$ cat config.mk
export PLATFORM = sky130hd
export DESIGN_NAME = hrs_stats
export DESIGN_NICKNAME = d
export VERILOG_FILES = /design/src/design/hrs_pkg.sv /design/src/design/hrs_stats.sv
export SDC_FILE = /design/constraint.sdc
export NUM_CORES = 2
export LEC_CHECK = 0
export BUFFER_PORTS_ARGS = -buffer_cell sky130_fd_sc_hd__buf_2
export CAP_MARGIN = 20
export CELL_PAD_IN_SITES_DETAIL_PLACEMENT = 0
export CELL_PAD_IN_SITES_GLOBAL_PLACEMENT = 2
export CORE_ASPECT_RATIO = 2
export CORE_MARGIN = 2
export CORE_UTILIZATION = 36
export DETAILED_ROUTE_END_ITERATION = 10
export PLACE_DENSITY_LB_ADDON = 0.1
export SETUP_SLACK_MARGIN = 0.1
export SLEW_MARGIN = 10
export SYNTH_ARGS = -nofsm -noshare
export SYNTH_HDL_FRONTEND = slang
export SYNTH_SLANG_ARGS = --single-unit
$ cat constraint.sdc
create_clock -name i_clk -period 8 [get_ports i_clk]
set_clock_uncertainty 0.2 [all_clocks]
set_input_delay 0.4 -clock i_clk [delete_from_list [all_inputs] [get_ports i_clk]]
set_output_delay 0.4 -clock i_clk [all_outputs]
set_load 0.01 [all_outputs]
$ cat src/design/hrs_pkg.sv
// ----------------------------------------------------------------------------
// hrs_pkg
// Shared types, codes and constants of the histogram with running statistics.
// ----------------------------------------------------------------------------
package hrs_pkg;

    // default sizing of the bin store
    localparam int NUM_BINS_DEF    = 256;
    localparam int BIN_COUNT_W_DEF = 32;

    // divider width: a non-negative Q16.16 sample and the bin width are 31 bits
    localparam int DIV_W     = 31;
    localparam int DIV_CNT_W = $clog2(DIV_W);

    // configuration port
    localparam int CFG_IDX_W  = 1;
    localparam int CFG_DATA_W = 32;
    localparam logic [CFG_IDX_W-1:0] CFG_BIN_WIDTH = 1'd0;
    localparam logic [CFG_IDX_W-1:0] CFG_ZERO_THR  = 1'd1;

    localparam logic [30:0] BIN_WIDTH_RST = 31'd65536;
    localparam logic [15:0] ZERO_THR_RST  = 16'd1;

    // command opcodes
    localparam logic OP_ADD  = 1'b0;
    localparam logic OP_READ = 1'b1;

    // result status codes
    localparam logic [1:0] ST_OK     = 2'd0;
    localparam logic [1:0] ST_NEG    = 2'd1;
    localparam logic [1:0] ST_BEYOND = 2'd2;
    localparam logic [1:0] ST_UNUSED = 2'd3;

    typedef struct packed {
        logic              opcode;
        logic signed [31:0] sample;
        logic [7:0]        bin_index;
    } t_hrs_in;

    typedef struct packed {
        logic [31:0] bin_count;
        logic [8:0]  bins_used;
        logic [39:0] value_count;
        logic [39:0] zero_count;
        logic [62:0] value_sum;
        logic [62:0] square_sum;
        logic [30:0] min_value;
        logic [30:0] max_value;
        logic [1:0]  status;
    } t_hrs_out;

    // running statistics handed from the statistics unit to the top level
    typedef struct packed {
        logic [39:0] value_count;
        logic [39:0] zero_count;
        logic [62:0] value_sum;
        logic [62:0] square_sum;
        logic [30:0] min_value;
        logic [30:0] max_value;
    } t_hrs_stats;

    typedef enum logic [3:0] {
        S_CLEAR,
        S_IDLE,
        S_SQ,
        S_DIV,
        S_RD,
        S_WR,
        S_STAT,
        S_RDMEM,
        S_FINISH
    } t_hrs_state;

endpackage

$ cat src/design/hrs_stats.sv
// ----------------------------------------------------------------------------
// hrs_stats
// Running statistics: saturating count, zero count, sum, sum of squares,
// minimum and maximum. The square is registered before it is accumulated.
// ----------------------------------------------------------------------------
module hrs_stats (
    input  logic                i_clk,
    input  logic                i_rst_n,
    input  logic [30:0]         i_sample,
    input  logic                i_apply,
    input  logic                i_zero,
    output hrs_pkg::t_hrs_stats o_stats
);

    logic [45:0] r_sq;
    logic [39:0] r_count;
    logic [39:0] r_zeros;
    logic [62:0] r_sum;
    logic [62:0] r_sqsum;
    logic [30:0] r_min;
    logic [30:0] r_max;

    logic [61:0] sq_full;
    logic [63:0] sum_next;
    logic [63:0] sqsum_next;

    // square, truncated to Q30.16
    assign sq_full = 62'(i_sample) * 62'(i_sample);

    always_ff @(posedge i_clk) begin
        r_sq <= sq_full[61:16];
    end

    assign sum_next   = 64'(r_sum) + 64'(i_sample);
    assign sqsum_next = 64'(r_sqsum) + 64'(r_sq);

    // accumulate on apply
    always_ff @(posedge i_clk) begin
        if (!i_rst_n) begin
            r_count <= '0;
            r_zeros <= '0;
            r_sum   <= '0;
            r_sqsum <= '0;
            r_min   <= '1;
            r_max   <= '0;
        end else if (i_apply) begin
            if (r_count != '1) begin
                r_count <= r_count + 1'b1;
            end
            if (i_zero && (r_zeros != '1)) begin
                r_zeros <= r_zeros + 1'b1;
            end
            r_sum   <= sum_next[63] ? '1 : sum_next[62:0];
            r_sqsum <= sqsum_next[63] ? '1 : sqsum_next[62:0];
            if (i_sample < r_min) begin
                r_min <= i_sample;
            end
            if (i_sample > r_max) begin
                r_max <= i_sample;
            end
        end
    end

    assign o_stats.value_count = r_count;
    assign o_stats.zero_count  = r_zeros;
    assign o_stats.value_sum   = r_sum;
    assign o_stats.square_sum  = r_sqsum;
    assign o_stats.min_value   = r_min;
    assign o_stats.max_value   = r_max;

endmodule

==> run metrics <==
fillers 12633; Finish-stage setup viols 0; Clock Tree Buf Depth 3; clock buffer count from CTS 37; grt ovf 0; Finished Core Util 0.4162; hold_buf cts 0; Period minus WS final about 7.6 ns; CTS clock-pin slew for the worst setup and hold paths roughly 0.07 ns; sequential fraction of the synthesis area 0.1422; Vias/cell between 5 and 6; mux cell area share after synthesis 0.01294; largest family of logic cells by synthesized area adder cells; drc violations 0; chip width between 200 and 300 um; H-Tree Depth 2; crit end category flop; RSZ-0062 raised after global routing false; DIE HEIGHT about 500 um; design area 50700 um^2; Syn. warnings 0; placed insts about 6900; wire length per cell between 20 and 25 um; row cnt between 150 and 200; largest net degree at the start of global routing 95; Slowest-stage cell, CP fa_1; crit-path max FO 21; simple-gate share of the synthesized area 0.1350; global placer's final weighted congestion ~0.9; CTS tree built; Die ar. roughly 130000 um^2; CP peak stage delay 0.62 ns; Compound-Gate Fraction of Synth Area 0.1112; 1st-iter DRT viols 1550; Crit Path Class input pin to flop; PortBufs roughly 300; initial core utilization 0.3628; Slew Viols, Final 0; Slew @ Worst Pin 0.9328 ns; Post-synth EDFFs 0; Relative slew margins 0.3782; adder-cell area share of the yosys netlist 0.4533; CTS Root Cell clkbuf_16; initial antenna violation count 8; TritonRoute pass-1 iters 7; final hold vios 0; final std cells w/o fill 6966; area growth from synthesis to layout 14.70%; min-delay worst type input pin to flop; part of the cycle the worst path needs 0.9561; DRT antenna net count 0; FFs w/ async S/R, synth 0; WP data arrival 7.95 ns; Post-DP HPWL approximately 140000 um; WL final 164900 um; Peak Freq 130.7 MHz; status completed; #FFs+latches synth approximately 310; Post-DP Area a little under 50000 um^2; share of cells above drive strength 1 0.1348; Ports slightly above 300; vias in the first global route roughly 40000; fin nets between 6000 and 7000; mapped cell area around 44000 um^2; core area approximately 120000 um^2; Overall Global Routing Usage 0.2637; Startpoint Class input pin; maxcap violations 0; first-pass GRT wire length between 200000 and 250000 um; xor/xnor share of the synthesized area 0.04181; syn_area_per_cell between 8 and 9 um^2; vias between 30000 and 40000; Yosys cell types a little over 80; Syn Inst Count 4927; Clock Sinks between 300 and 400; CP Data Required Time slightly above 8 ns; Skew-Pair Late Insertion Delay 0.60 ns; syn_nets roughly 6100; main flop type after synthesis dfxtp_1; most frequent cell on the critical path fa_1
## per-layer routing
metal	up-vias	share of wire	global-route usage
met5	-	0.000073	0
met4	2	0.079	0.1758
met3	346	0.028	0.02139
met2	746	0.57	0.5295
met1	17939	0.33	0.2488
li1	16578	-	-
## final timing paths
path                startpoint          end  slack [ns]  cells after the start
setup / recovery  i_sample[11]     r_sq[45]        0.35                     30
hold / removal     i_sample[4]     r_min[4]        0.03                      4
setup reg to reg    r_sqsum[0]  r_sqsum[54]        3.53                     13
hold reg to reg    r_count[35]  r_count[35]        0.29                      2
## sequential cells by signal, summed over array words and instances (netlist names)
signal   count
r_count     40
r_max       31
r_min       31
r_sq        46
r_sqsum     63
r_sum       63
r_zeros     40
## cell usage after synthesis (all sizes together) (26+ instances only)
cell	instances	area, um^2
clkbuf	178	669.4
dfxtp	314	6286
nor2	235	882.1
nand2	432	1622
a21oi	193	973.4
nand4	69	437.9
and4	26	227.7
fa	749	14990
and3	46	287.8
nor3	30	150.1
nor2b	27	168.9
mux2i	56	560.5
a21o	121	908.4
a31oi	86	538.0
nand3	72	372.9
and2	215	1345
ha	403	5042
xor2	110	963.4
o21ai	168	840.8
inv	1009	3787
xnor2	101	884.6
## area by class of cell
type,count,area [um^2],area share
inverter,1012,3804,0.07502
clock buffer,53,1077,0.02125
antenna,3,7.507,0.0001481
tap,1555,1946,0.03837
multi-input combinational,3403,33380,0.6584
sequential,314,6286,0.1240
clock inverter,13,181.4,0.003578
timing repair buffer,613,4018,0.07924
## repair_timing
action                     CTS  global route
resized for setup            0             4
setup endpoints to repair    0             8
setup buffers                0             0
## cells by family after synthesis
family | after synthesis
and+or+nand+nor | 1223
buffers and inverters | 1210
adders and majority gates | 1152
AOI/OAI and AO/OA | 760
DFF | 314
xor gates and xnor gates | 211
muxes | 57
## cell usage in the layout, fill, tap and decap left out, drive strengths merged, types with 17 or more instances in the layout
cell,synthesis,final
and4,26,26
xnor2,101,101
xor2,110,110
a211oi,19,19
clkbuf,178,53
nand2,432,432
mux2i,56,56
dfxtp,314,314
nor2,235,235
and2,215,215
o211ai,25,25
or3,24,24
and3,46,46
nand3,72,72
a21o,121,121
a21oi,193,193
nor3,30,30
ha,403,403
inv,1009,1011
nand2b,17,17
a31oi,86,86
fa,749,749
o21bai,20,20
nor2b,27,27
buf,20,613
o21ai,168,168
nand4,69,69
## worst max-delay path: cells and delay by family
family | cells | cell delay, ns
simple gates | 4 | 0.62
fa+ha+maj | 9 | 4.54
buf+inv | 11 | 1.34
compound gates | 6 | 1.01
## through the flow
| step | worst slack, ns | hold slack [ns] | TNS [ns] |
|---|---|---|---|
| after floorplan | 0.1872 | 0.3145 | 0 |
| after global placement | -0.3524 | 0.2800 | -2.679 |
| after detailed placement | -0.3323 | 0.2917 | -2.613 |
| after CTS | 0.2871 | 0.004193 | 0 |
| after global routing | 0.1010 | 0.05408 | 0 |
| final | 0.3511 | 0.02639 | 0 |
Power is not shown: default switching activity piles up to over one toggle a cycle in this logic, so the estimate is an artifact.
