## src/design/hrs_pkg.sv

```systemverilog
// ----------------------------------------------------------------------------
// hrs_pkg
// Shared types, codes and constants of the histogram with running statistics.
// ----------------------------------------------------------------------------
package hrs_pkg;

    // default sizing of the bin store
    localparam int NUM_BINS_DEF    = 256;
    localparam int BIN_COUNT_W_DEF = 32;

    // divider width: a non-negative Q16.16 sample and the bin width are 31 bits
    localparam int DIV_W     = 31;
    localparam int DIV_CNT_W = $clog2(DIV_W);

    // configuration port
    localparam int CFG_IDX_W  = 1;
    localparam int CFG_DATA_W = 32;
    localparam logic [CFG_IDX_W-1:0] CFG_BIN_WIDTH = 1'd0;
    localparam logic [CFG_IDX_W-1:0] CFG_ZERO_THR  = 1'd1;

    localparam logic [30:0] BIN_WIDTH_RST = 31'd65536;
    localparam logic [15:0] ZERO_THR_RST  = 16'd1;

    // command opcodes
    localparam logic OP_ADD  = 1'b0;
    localparam logic OP_READ = 1'b1;

    // result status codes
    localparam logic [1:0] ST_OK     = 2'd0;
    localparam logic [1:0] ST_NEG    = 2'd1;
    localparam logic [1:0] ST_BEYOND = 2'd2;
    localparam logic [1:0] ST_UNUSED = 2'd3;

    typedef struct packed {
        logic              opcode;
        logic signed [31:0] sample;
        logic [7:0]        bin_index;
    } t_hrs_in;

    typedef struct packed {
        logic [31:0] bin_count;
        logic [8:0]  bins_used;
        logic [39:0] value_count;
        logic [39:0] zero_count;
        logic [62:0] value_sum;
        logic [62:0] square_sum;
        logic [30:0] min_value;
        logic [30:0] max_value;
        logic [1:0]  status;
    } t_hrs_out;

    // running statistics handed from the statistics unit to the top level
    typedef struct packed {
        logic [39:0] value_count;
        logic [39:0] zero_count;
        logic [62:0] value_sum;
        logic [62:0] square_sum;
        logic [30:0] min_value;
        logic [30:0] max_value;
    } t_hrs_stats;

    typedef enum logic [3:0] {
        S_CLEAR,
        S_IDLE,
        S_SQ,
        S_DIV,
        S_RD,
        S_WR,
        S_STAT,
        S_RDMEM,
        S_FINISH
    } t_hrs_state;

endpackage

```

## src/design/hrs_div.sv

```systemverilog
// ----------------------------------------------------------------------------
// hrs_div
// Radix-2 restoring divider, one quotient bit per cycle. A zero divisor
// yields an all-ones quotient.
// ----------------------------------------------------------------------------
module hrs_div (
    input  logic                     i_clk,
    input  logic                     i_rst_n,
    input  logic                     i_start,
    input  logic [hrs_pkg::DIV_W-1:0] i_dividend,
    input  logic [hrs_pkg::DIV_W-1:0] i_divisor,
    output logic                     o_done,
    output logic [hrs_pkg::DIV_W-1:0] o_quotient
);

    logic [hrs_pkg::DIV_W-1:0]     r_dvd;
    logic [hrs_pkg::DIV_W-1:0]     r_rem;
    logic [hrs_pkg::DIV_W-1:0]     r_dvs;
    logic [hrs_pkg::DIV_CNT_W-1:0] r_cnt;
    logic                          r_run;
    logic                          r_done;

    logic [hrs_pkg::DIV_W:0]   rem_sh;
    logic [hrs_pkg::DIV_W+1:0] diff;
    logic                      ge;

    // shift in next dividend bit and trial subtract
    assign rem_sh = {r_rem, r_dvd[hrs_pkg::DIV_W-1]};
    assign diff   = {1'b0, rem_sh} - {2'b00, r_dvs};
    assign ge     = ~diff[hrs_pkg::DIV_W+1];

    // control
    always_ff @(posedge i_clk) begin
        if (!i_rst_n) begin
            r_run  <= 1'b0;
            r_done <= 1'b0;
            r_cnt  <= '0;
        end else begin
            r_done <= 1'b0;
            if (i_start) begin
                r_run <= 1'b1;
                r_cnt <= hrs_pkg::DIV_CNT_W'(hrs_pkg::DIV_W - 1);
            end else if (r_run) begin
                r_cnt <= r_cnt - 1'b1;
                if (r_cnt == '0) begin
                    r_run  <= 1'b0;
                    r_done <= 1'b1;
                end
            end
        end
    end

    // datapath: quotient bits replace dividend bits from the bottom
    always_ff @(posedge i_clk) begin
        if (i_start) begin
            r_dvd <= i_dividend;
            r_dvs <= i_divisor;
            r_rem <= '0;
        end else if (r_run) begin
            r_dvd <= {r_dvd[hrs_pkg::DIV_W-2:0], ge};
            r_rem <= ge ? diff[hrs_pkg::DIV_W-1:0] : rem_sh[hrs_pkg::DIV_W-1:0];
        end
    end

    assign o_done     = r_done;
    assign o_quotient = r_dvd;

endmodule

```

## config.mk

```make
export PLATFORM = sky130hd
export DESIGN_NAME = hrs_div
export DESIGN_NICKNAME = d
export VERILOG_FILES = /design/src/design/hrs_pkg.sv /design/src/design/hrs_div.sv
export SDC_FILE = /design/constraint.sdc
export NUM_CORES = 1
export LEC_CHECK = 0
export BUFFER_PORTS_ARGS = -buffer_cell sky130_fd_sc_hd__buf_2
export CORE_MARGIN = 5
export CORE_UTILIZATION = 38
export DETAILED_ROUTE_END_ITERATION = 16
export GPL_TIMING_DRIVEN = 1
export PLACE_DENSITY_LB_ADDON = 0.12
export SLEW_MARGIN = 30
export SYNTH_ARGS = -nofsm -noshare
export SYNTH_HDL_FRONTEND = slang
export SYNTH_SLANG_ARGS = --single-unit
```

## constraint.sdc

```tcl
create_clock -name i_clk -period 6.6 [get_ports i_clk]
set_input_delay 1.32 -clock i_clk [delete_from_list [all_inputs] [get_ports i_clk]]
set_output_delay 1.32 -clock i_clk [all_outputs]
set_load 0.02 [all_outputs]
```

==> results.txt <==
DRT Pass-1 Iters -> 4
Row count -> 45
Startpoint Class -> register
Leakage power -> 2.81 nW
Initial antenna violation count -> 0
Final wirelength -> 13,500 um
Die height -> 134 um
Net count after synthesis -> 667
Layout Skew -> 0.0139 ns
Hold Crit Class -> reg2reg
Layout area overhead -> 15.9%
Drc violations -> 0
R2r worst-path depth -> 12
GPL Wtd Cong -> 0.842
Worst-Margin Slew -> 0.859 ns
TNS Setup -> 0 ns
Cts-stage hold buffer count -> 0
Clock Pin Slew Worst Setup and Hold Paths -> 0.08 ns
Initial Util -> 38.4%
Pint -> 1.16 mW
HPWL Detailed -> 9770 um
Post-CTS setup buffers -> 0
IO buf count -> 96
# resized after CTS -> 0
Net Switching -> 549 uW
Post-Syn Area -> 5800 um2
Via/cell ratio -> 5.23
Die Wd -> 134 um
Commonest cells post-synth -> edfxtp_1 (62), nor2_1 (59), nand2_1 (44)
Post-synth EDFFs -> 62
Power Density -> 255 nW/um2
CTS Buffer Depth -> 2
Clk pwr share -> 31.5%
Drt wl/cell -> 16.0 um
CTS buffer count -> 9
RSZ-0062 raised after global routing -> false
Synth Flop Type -> edfxtp_1
Sequential area share after synthesis -> 45.2%
Arr. time, crit path -> 3.66 ns
Antenna Cells -> 0
Asr flop ratio synth -> 0%
Post-layout min period -> 3.39 ns
Final nets -> 753
Post-Synthesis Cells -> 568
Status -> finished, final reports clean
Gate power share -> 24.2%
Fmax -> 295 MHz
Crit Path Class -> reg2reg
DRT iter0 DRCs -> 242
Top Ports -> 97
Total track usage -> 15.5%
Synth Register Bits -> 100
H-tree depth -> 3
Worst skew pair latency -> 0.37 ns
Reg power frac -> 44.3%
Largest net degree at the start of global routing -> 61
Switching part of the total -> 32.1%
Clock Sinks -> 100
Max-slew violations -> 0
Maximum VDD drop -> 141 uV
Most numerous cell in the Yosys netlist -> edfxtp_1
CTS tree -> done
Crit share post-route -> 51.3%
Die Area -> 17,800 um2
Distinct cell type count after synthesis -> 64
Max-cap viol count -> 0
Total grt overflow -> 0
Worst Hold Margin -> 0.483 ns
Syn avg cell area -> 10.2 um2
Post-route ant nets -> 0
First-pass GRT wire length -> 22,400 um
Crit end category -> register
Root buf cell -> clkbuf_16
Synth area leaders -> edfxtp_1 (32%), dfxtp_1 (13%), ha_1 (7.1%)
Relative slew slack -> 42.7%
Hold Vio Cnt, Final -> 0
Synth warn -> 0
Worst-path maximum fanout -> 22
Layout cell share with drive strength beyond 1 -> 26.9%
Top cell type's share of synthesized area -> 32.1%
Vias in the first global route -> 4,622
Hold path depth -> 2
Via Count -> 4,434
Yosys top cell by area -> edfxtp_1
Core footprint -> 15,100 um2
Critical path data required time -> 6.88 ns
Final setup fails -> 0
Total power -> 1.71 mW
==> metrics by stage <==
| stage | cells | util [%] | area [um2] | worst slack (ns) |
|---|---|---|---|---|
| finish | 847 | 44.5 | 6720 | 3.21 |
| global route | 847 | 44.5 | 6720 | 2.95 |
| CTS | 847 | 44.5 | 6720 | 3.21 |
| detailed placement | 831 | 42.5 | 6420 | 3.19 |
| global placement | 831 | 42.5 | 6420 | 2.87 |
| floorplan | 568 | - | 5800 | 3.80 |
==> cell usage in the layout, fill, tap and decap left out, types with 3 or more instances in the layout <==
master and n:
o21ai_0 23, edfxtp_1 62, dfxtp_1 38, nand2_1 44
o21a_1 5, clkbuf_16 9, nand3_1 9, o211ai_1 10
a21oi_1 39, and3_1 3, nand2b_1 5, ha_1 33
nor3_1 11, mux2i_1 11, a31oi_1 7, nor2_1 58
mux2_2 31, a21o_1 8, xnor2_1 10, a21oi_2 8
nor2b_1 5, a211oi_1 9, xor2_1 13, and2_1 3
inv_1 40, a211oi_2 10, buf_2 95, buf_4 4
==> worst paths after layout <==
| check | startpoint | endpoint | slack (ns) |
|---|---|---|---|
| setup / recovery | o_quotient[30]$_DFFE_PP_ | r_rem[26]$_SDFFE_PP0P_ | 3.21 |
| hold / removal | r_rem[22]$_SDFFE_PP0P_ | r_rem[22]$_SDFFE_PP0P_ | 0.48 |
| setup reg to reg | o_quotient[30]$_DFFE_PP_ | r_rem[26]$_SDFFE_PP0P_ | 3.21 |
| hold reg to reg | r_rem[22]$_SDFFE_PP0P_ | r_rem[22]$_SDFFE_PP0P_ | 0.48 |
==> registers in the layout, indices dropped and copies added (netlist names) <==
name and cells:
o_done 1, r_run 1, r_dvs 31, o_quotient 31
r_cnt 5, r_rem 31
==> logic make-up after synthesis <==
family                   Yosys count  synth area share, %
adder cells (fa/ha/maj)           34                 7.47
flip-flops                       100                 45.2
AO/OA/AOI/OAI                    146                 18.4
XOR/XNOR                          23                 3.48
buffers and inverters             65                 4.88
multiplexers                      42                 7.92
AND/OR/NAND/NOR                  158                 12.6
==> layer usage <==
layer	part of all wire [%]	up-vias	global-route usage, %	routed length, um
met5	0	-	0	0
met4	1.4	0	4.00	185
met3	6.3	15	5.70	856
met2	47	89	26.2	6300
met1	46	2080	18.8	6190
li1	-	2250	-	-
==> worst max-delay path: stages (launching register included) <==
cell,delay (ns)
edfxtp_1,0.44
inv_1,0.08
ha_1,0.19
fa_1,0.22
nand2b_1,0.14
a21o_1,0.23
a211o_1,0.21
nand4_2,0.17
a311oi_4,0.80
buf_4,0.42
nand2_1,0.09
o211a_1,0.13
nor3_1,0.17
==> area by class of cell <==
cell class / count / area [um2]
clock buffer: 9 / 225
inverter: 41 / 154
fill: 1482 / 8370
multi-input combinational: 403 / 2910
sequential: 100 / 2620
timing repair buffer: 99 / 505
tap: 188 / 235
clock inverter: 7 / 72.6
==> power groups by stage <==
stage	clock network (mW)	logic (mW)	registers (mW)
2_1_floorplan	0	0.289	0.790
3_3_place_gp	0	0.410	0.771
3_5_place_dp	0	0.415	0.771
4_1_cts	0.558	0.416	0.759
5_1_grt	0.590	0.458	0.765
6_report	0.539	0.414	0.758
(Power assumes the default switching activity.)
